===== src/design/polyrdp_pkg.sv =====
// Shared types and constants for the polyline simplifier.
// Used by polyrdp_ctrl, polyrdp_dp and polyline_simplify_rdp.
`default_nettype none
package polyrdp_pkg;

  localparam int MAX_POINTS_DEF = 64;
  localparam int IDX_W          = 6;
  localparam int CNT_W          = 7;
  localparam int COORD_W        = 16;
  localparam int TOL_W          = 16;
  localparam int TOL_RESET      = 16;
  localparam int STACK_DEPTH    = 64;
  localparam int SIDX_W         = 6;
  localparam int SP_W           = 7;
  localparam int DIFF_W         = COORD_W + 1;
  localparam int PROD_W         = 2 * DIFF_W;
  localparam int MAG_W          = 34;
  localparam int HALF_W         = MAG_W / 2;
  localparam int PP_W           = MAG_W + HALF_W;
  localparam int ACC_W          = 2 * MAG_W;

  typedef enum logic [1:0] {
    RD_LO,
    RD_HI,
    RD_SCAN,
    RD_LAST
  } rd_sel_t;

  typedef enum logic [4:0] {
    ST_LOAD,
    ST_START,
    ST_POP,
    ST_SEG,
    ST_RLO,
    ST_RHI,
    ST_EWAIT,
    ST_LEN1,
    ST_LEN2,
    ST_SCAN,
    ST_DRAIN,
    ST_MUL0,
    ST_MUL1,
    ST_DECIDE,
    ST_PUSH_R,
    ST_PUSH_L,
    ST_KEEP_RD,
    ST_KEEP_WR,
    ST_LAST_RD,
    ST_LAST_WR
  } state_t;

  typedef struct packed {
    logic    store_wr;
    logic    count_clr;
    logic    seg_init;
    logic    sp_dec;
    logic    seg_latch;
    rd_sel_t rd_sel;
    logic    a_latch;
    logic    d_latch;
    logic    scan_init;
    logic    scan_issue;
    logic    mul_step0;
    logic    mul_step1;
    logic    push_right;
    logic    push_left;
    logic    emit_load;
    logic    emit_last;
  } cmd_t;

  typedef struct packed {
    logic            count_one;
    logic            sp_empty;
    logic            scan_done;
    logic            pipe_busy;
    logic            split_ok;
    logic            out_busy;
    logic [SP_W-1:0] sp;
  } sts_t;

endpackage
`default_nettype wire


===== src/design/polyrdp_ctrl.sv =====
// Controller state machine: load, segment stack walk, scan, split or keep, emit.
// Depends on polyrdp_pkg; drives cmd_t to polyrdp_dp and reads sts_t back.
`default_nettype none
module polyrdp_ctrl
  import polyrdp_pkg::*;
(
  input  wire  clk,
  input  wire  rst,
  input  wire  in_valid,
  input  wire  final_point,
  output logic in_ready,
  input  sts_t sts,
  output cmd_t cmd
);

  state_t state, state_next;

  always_ff @(posedge clk) begin
    if (rst) begin
      state <= ST_LOAD;
    end else begin
      state <= state_next;
    end
  end

  always_comb begin
    state_next = state;
    unique case (state)
      ST_LOAD:    if (in_valid && final_point) state_next = ST_START;
      ST_START:   state_next = sts.count_one ? ST_LAST_RD : ST_POP;
      ST_POP:     state_next = sts.sp_empty ? ST_LAST_RD : ST_SEG;
      ST_SEG:     state_next = ST_RLO;
      ST_RLO:     state_next = ST_RHI;
      ST_RHI:     state_next = ST_EWAIT;
      ST_EWAIT:   state_next = ST_LEN1;
      ST_LEN1:    state_next = ST_LEN2;
      ST_LEN2:    state_next = ST_SCAN;
      ST_SCAN:    if (sts.scan_done) state_next = ST_DRAIN;
      ST_DRAIN:   if (!sts.pipe_busy) state_next = ST_MUL0;
      ST_MUL0:    state_next = ST_MUL1;
      ST_MUL1:    state_next = ST_DECIDE;
      ST_DECIDE:  state_next = sts.split_ok ? ST_PUSH_R : ST_KEEP_RD;
      ST_PUSH_R:  state_next = ST_PUSH_L;
      ST_PUSH_L:  state_next = ST_POP;
      ST_KEEP_RD: if (!sts.out_busy) state_next = ST_KEEP_WR;
      ST_KEEP_WR: state_next = ST_POP;
      ST_LAST_RD: if (!sts.out_busy) state_next = ST_LAST_WR;
      ST_LAST_WR: state_next = ST_LOAD;
      default:    state_next = ST_LOAD;
    endcase
  end

  always_comb begin
    cmd      = '0;
    cmd.rd_sel = RD_SCAN;
    in_ready = 1'b0;
    unique case (state)
      ST_LOAD: begin
        in_ready     = 1'b1;
        cmd.store_wr = in_valid;
      end
      ST_START:   cmd.seg_init = !sts.count_one;
      ST_POP:     cmd.sp_dec = !sts.sp_empty;
      ST_SEG:     cmd.seg_latch = 1'b1;
      ST_RLO:     cmd.rd_sel = RD_LO;
      ST_RHI: begin
        cmd.rd_sel  = RD_HI;
        cmd.a_latch = 1'b1;
      end
      ST_EWAIT:   cmd.d_latch = 1'b1;
      ST_LEN1:    cmd.scan_init = 1'b1;
      ST_LEN2:    cmd.rd_sel = RD_SCAN;
      ST_SCAN: begin
        cmd.rd_sel     = RD_SCAN;
        cmd.scan_issue = !sts.scan_done;
      end
      ST_DRAIN:   cmd.rd_sel = RD_SCAN;
      ST_MUL0:    cmd.mul_step0 = 1'b1;
      ST_MUL1:    cmd.mul_step1 = 1'b1;
      ST_DECIDE:  cmd.rd_sel = RD_LO;
      ST_PUSH_R:  cmd.push_right = 1'b1;
      ST_PUSH_L:  cmd.push_left = 1'b1;
      ST_KEEP_RD: cmd.rd_sel = RD_LO;
      ST_KEEP_WR: cmd.emit_load = 1'b1;
      ST_LAST_RD: cmd.rd_sel = RD_LAST;
      ST_LAST_WR: begin
        cmd.emit_load = 1'b1;
        cmd.emit_last = 1'b1;
        cmd.count_clr = 1'b1;
      end
      default: cmd = '0;
    endcase
  end

endmodule
`default_nettype wire


===== config.mk =====
export PLATFORM = sky130hd
export DESIGN_NAME = polyrdp_ctrl
export DESIGN_NICKNAME = d
export VERILOG_FILES = /design/src/design/polyrdp_pkg.sv /design/src/design/polyrdp_ctrl.sv
export SDC_FILE = /design/constraint.sdc
export NUM_CORES = 1
export LEC_CHECK = 0
export BUFFER_PORTS_ARGS = -buffer_cell sky130_fd_sc_hd__buf_2
export CELL_PAD_IN_SITES_DETAIL_PLACEMENT = 0
export CELL_PAD_IN_SITES_GLOBAL_PLACEMENT = 1
export CORE_MARGIN = 4
export CORE_UTILIZATION = 28
export DETAILED_ROUTE_END_ITERATION = 10
export PLACE_DENSITY = 0.86
export SETUP_SLACK_MARGIN = 0.5
export SYNTH_ARGS = -nofsm -noshare
export SYNTH_HDL_FRONTEND = slang
export SYNTH_SLANG_ARGS = --single-unit

===== constraint.sdc =====
create_clock -name clk -period 2.68 [get_ports clk]
set_input_delay 0 -clock clk [delete_from_list [all_inputs] [get_ports clk]]
set_output_delay 0 -clock clk [all_outputs]
set_load 0.05 [all_outputs]

==> Word level (Yosys, flattened, before mapping) <==
Cells that the tools add are included.
{ "totals": {"ff_bits": 5, "output_inout_bits": 18} }
{ "op_classes": {"eq_ne": 24, "mux": 25, "n_reduce_logical": 9} }
{ "op_table": {"columns": ["cell", "n"], "rows": [
  ["case mux 5 bit (18 select lines)", 1],
  ["== test 5 x 4 -> 1 bit (second input constant)", 8],
  ["2-to-1 mux 5 bit", 8],
  ["== test 5 x 3 -> 1 bit (second input constant)", 4],
  ["== test 5 bit (second input constant)", 4],
  ["2-to-1 mux 1 bit", 15],
  ["OR reduction 15 bit", 1],
  ["== test 5 x 2 -> 1 bit (second input constant)", 2],
  ["inequality test 2 bit (second input constant)", 5],
  ["case mux 2 bit (3 select lines)", 1],
  ["== test 5 x 1 -> 1 bit (second input constant)", 1],
  ["logical NOT 5 bit", 1],
  ["AND reduction 5 bit", 1],
  ["OR reduction 2 bit", 2],
  ["logical NOT 1 bit", 3],
  ["logical AND 1 bit", 1]
]} }

==> Longest topological paths before layout <==
{ "depth": {"ltp_word": 3, "ltp_mapped": 5, "ltp_nobuf": 4} }

==> Worst setup path after synthesis <==
No wires, ideal clock.
{ "synth_path": {"path_type": "register to output", "from": "register state[2]", "to": "output port cmd[4] (netlist bit)", "arrival_time_ns": 1.828, "t_required_ns": 2.680, "setup_slack_ns": 0.852, "stages_incl_launch_ff": 5, "n_path_buf": 1, "cell_sequence": "dfxtp_1 -> buf_4 -> nor2b_1 -> nand2_1 -> nor3_1"} }
{ "synth_rtl": {"columns": ["element", "line_no", "text"], "rows": [
  ["from (decl)", "polyrdp_ctrl.sv:16", "state_t state, state_next;"],
  ["from (signal assigned)", "polyrdp_ctrl.sv:22", "state <= state_next;"],
  ["to (decl)", "polyrdp_ctrl.sv:13", "output cmd_t cmd"]
]} }

==> results.yml <==
outcome:
  status: "finished clean"
finish:
  final_common_cell: "buf_2"
  largest_register_ffs: 5
  drive_gt1_share_pct: 34.0
  final_net_count: 124
  reg_top3: "state (5)"
  diodes: 0
  final_cell_mix: "buf_2 (27), nor2_1 (13), nand2_1 (9), a21oi_1 (8), nor3_1 (6)"
  largest_register: "state"
  areaGrowthSynthToFinish_pct: 24.5
  final_cell_count_no_fill: 131
sta:
  tightest_slew_ns: 0.558
  setup_viol: 0
  period_share_pct: 69.6
  clock_skew_ns: 0.00299
  min_period_ns: 1.86
  hold_violations: 0
  tns_ns: 0
  slew_headroom_pct: 62.7
  holdWs_ns: 0.0263
  max_freq_mhz: 536
  rsz0062_at_grt: "no"
  slew_violations: 0
setup_path:
  critPathKind: "reg -> out"
  max_stage_delay_ns: 0.56
  r2r_slack_ns: 0.83
  r2r_start: "state[0]$_SDFFE_PP0P_"
  crit_start: "state[3]$_SDFFE_PP0P_"
  crit_family: "simple AND/OR/NAND/NOR gates"
  path_buf_inv: 2
  required_ns: 2.68
  cp-start-kind: "register"
  crit_chain: "or3b_1 -> or3_4 -> inv_1 -> buf_2"
  critPathMaxFanout: 13
  arrival_ns: 1.86
  critical_path.slowest_cell: "dfxtp_1"
  crit_path_end_kind: "primary output"
cts:
  clk_path_buf_depth: 2
  cts_root_buf: "clkbuf_4"
  cts_max_level: 1
  cts_resized: 0
  post-cts-setup-buffers: 0
  hold_buffers: 0
  clkLatencyLatePin_ns: 0.24
  cts_buffers: 3
  cts.reportedPaths.clkPinSlew_ns: 0.04
  clock-sinks: 5
  cts_tree: "done"
synthesis:
  ys_types: 32
  syn_nets: 99
  synth.avg_cell_area_um2: 6.73
  yosysSeqAreaShare_pct: 18.1
  syn-cell-area_um2: 552
  yosysWarnings: 0
  ys_ff_latch: 5
  synthCells: 82
floorplanning:
  start_util_pct: 30.6
  rows: 15
  die_area_um2: 2740
  ios: 35
  die_h_um: 52.4
  die_x_um: 52.4
  core_um2: 1800
pwr:
  power-per-cell-area_nw_per_um2: 581
  power_uw: 399
  p_leak_nw: 0.319
  ir_drop_mv: 0.252
detailed_routing:
  routed_wl_um: 1560
  drt_first_pass_iters: 4
  viasPerCell: 4.88
  wire_per_inst_um: 11.9
  post-route-drc-count: 0
  vias: 639
  dr.first_iter.drc_count: 20
  antenna_left: 0
global_routing:
  grt_pass1_wl_um: 2430
  grt_use_total_pct: 11.6
  grt_max_degree: 19
  antenna_found_initial: 0
  grt_pass1_vias: 541
  grt-ovfl-total: 0
hold_path:
  hp-start: "rst"
  hp-class: "in -> reg"
placement:
  dpl.cell_count: 127
  gp_congestion: 0.869
  portBuffers: 27
  hpwl_um: 1170
job:
  maxCapViolCount: 0
[cell type report]
cell class | count | area (µm²)
Clock buffer | 4 | 26.3
Fill cell | 203 | 1110
Inverter | 4 | 15.0
Multi-Input combinational cell | 66 | 379
Sequential cell | 5 | 100
Tap cell | 25 | 31.3
Timing Repair Buffer | 27 | 135
[worst register-to-register path: stages (launching register included)]
cell and delay [ns]:
dfxtp_1 0.67, nand2_1 0.37, and3_2 0.31, o2111ai_1 0.24, o32ai_1 0.12
[metrics by stage]
step | cell area [µm²] | setup slack [ns] | utilization [%]
after global routing | 687 | 0.684 | 38.1
after floorplan | 552 | 0.852 | -
after global placement | 661 | 0.870 | 36.7
after detailed placement | 661 | 0.860 | 36.7
final | 687 | 0.816 | 38.1
after CTS | 687 | 0.812 | 38.1
[where the power goes]
group | total [mW] | switching, mW | internal (mW)
Sequential | 0.123 | 0.0381 | 0.0844
Combinational | 0.190 | 0.130 | 0.0601
Clock | 0.0870 | 0.0308 | 0.0563
[per-layer routing]
layer	up-vias	track usage (%)	share of wire, %
met4	0	2.55	0.58
met5	-	0	0
met3	2	3.70	8.6
met2	26	17.6	43
li1	335	-	-
met1	276	16.0	47
[cells by family (layout without fill, tap and decap cells)]
| family | after synthesis | count (layout) | share of synthesized area [%] |
|---|---|---|---|
| flops | 5 | 5 | 18.1 |
| buf+inv | 11 | 35 | 13.2 |
| simple gates | 48 | 48 | 45.4 |
| compound gates | 18 | 18 | 23.4 |
[worst paths after layout]
| path | endpoint | depth (start not counted) |
|---|---|---|
| max | cmd[6] | 4 |
| min | state[3]$_SDFFE_PP0P_ | 2 |
| max reg2reg | state[0]$_SDFFE_PP0P_ | 4 |
| min reg2reg | state[2]$_SDFFE_PP0P_ | 2 |
[cell usage after synthesis (all sizes together)]
cell / count / share of area [%]
nand3: 2 / 1.8
a21oi: 8 / 7.3
o21ai: 1 / 0.91
nor3: 6 / 5.4
or3b: 1 / 1.6
nor4: 1 / 1.1
nor3b: 2 / 2.7
buf: 7 / 10
nor2b: 3 / 3.4
o32ai: 2 / 3.2
nand2b: 3 / 3.9
or3: 2 / 3.2
a41oi: 1 / 1.6
a311oi: 1 / 2.7
o21a: 1 / 1.4
o2111ai: 1 / 1.6
o32a: 1 / 1.8
inv: 4 / 2.7
and3: 4 / 4.8
dfxtp: 5 / 18
nand2: 10 / 7.3
nor2: 13 / 8.8
o2bb2ai: 1 / 1.6
or2b: 1 / 1.4
o21bai: 1 / 1.4
Power figures use the tool's default switching activity.
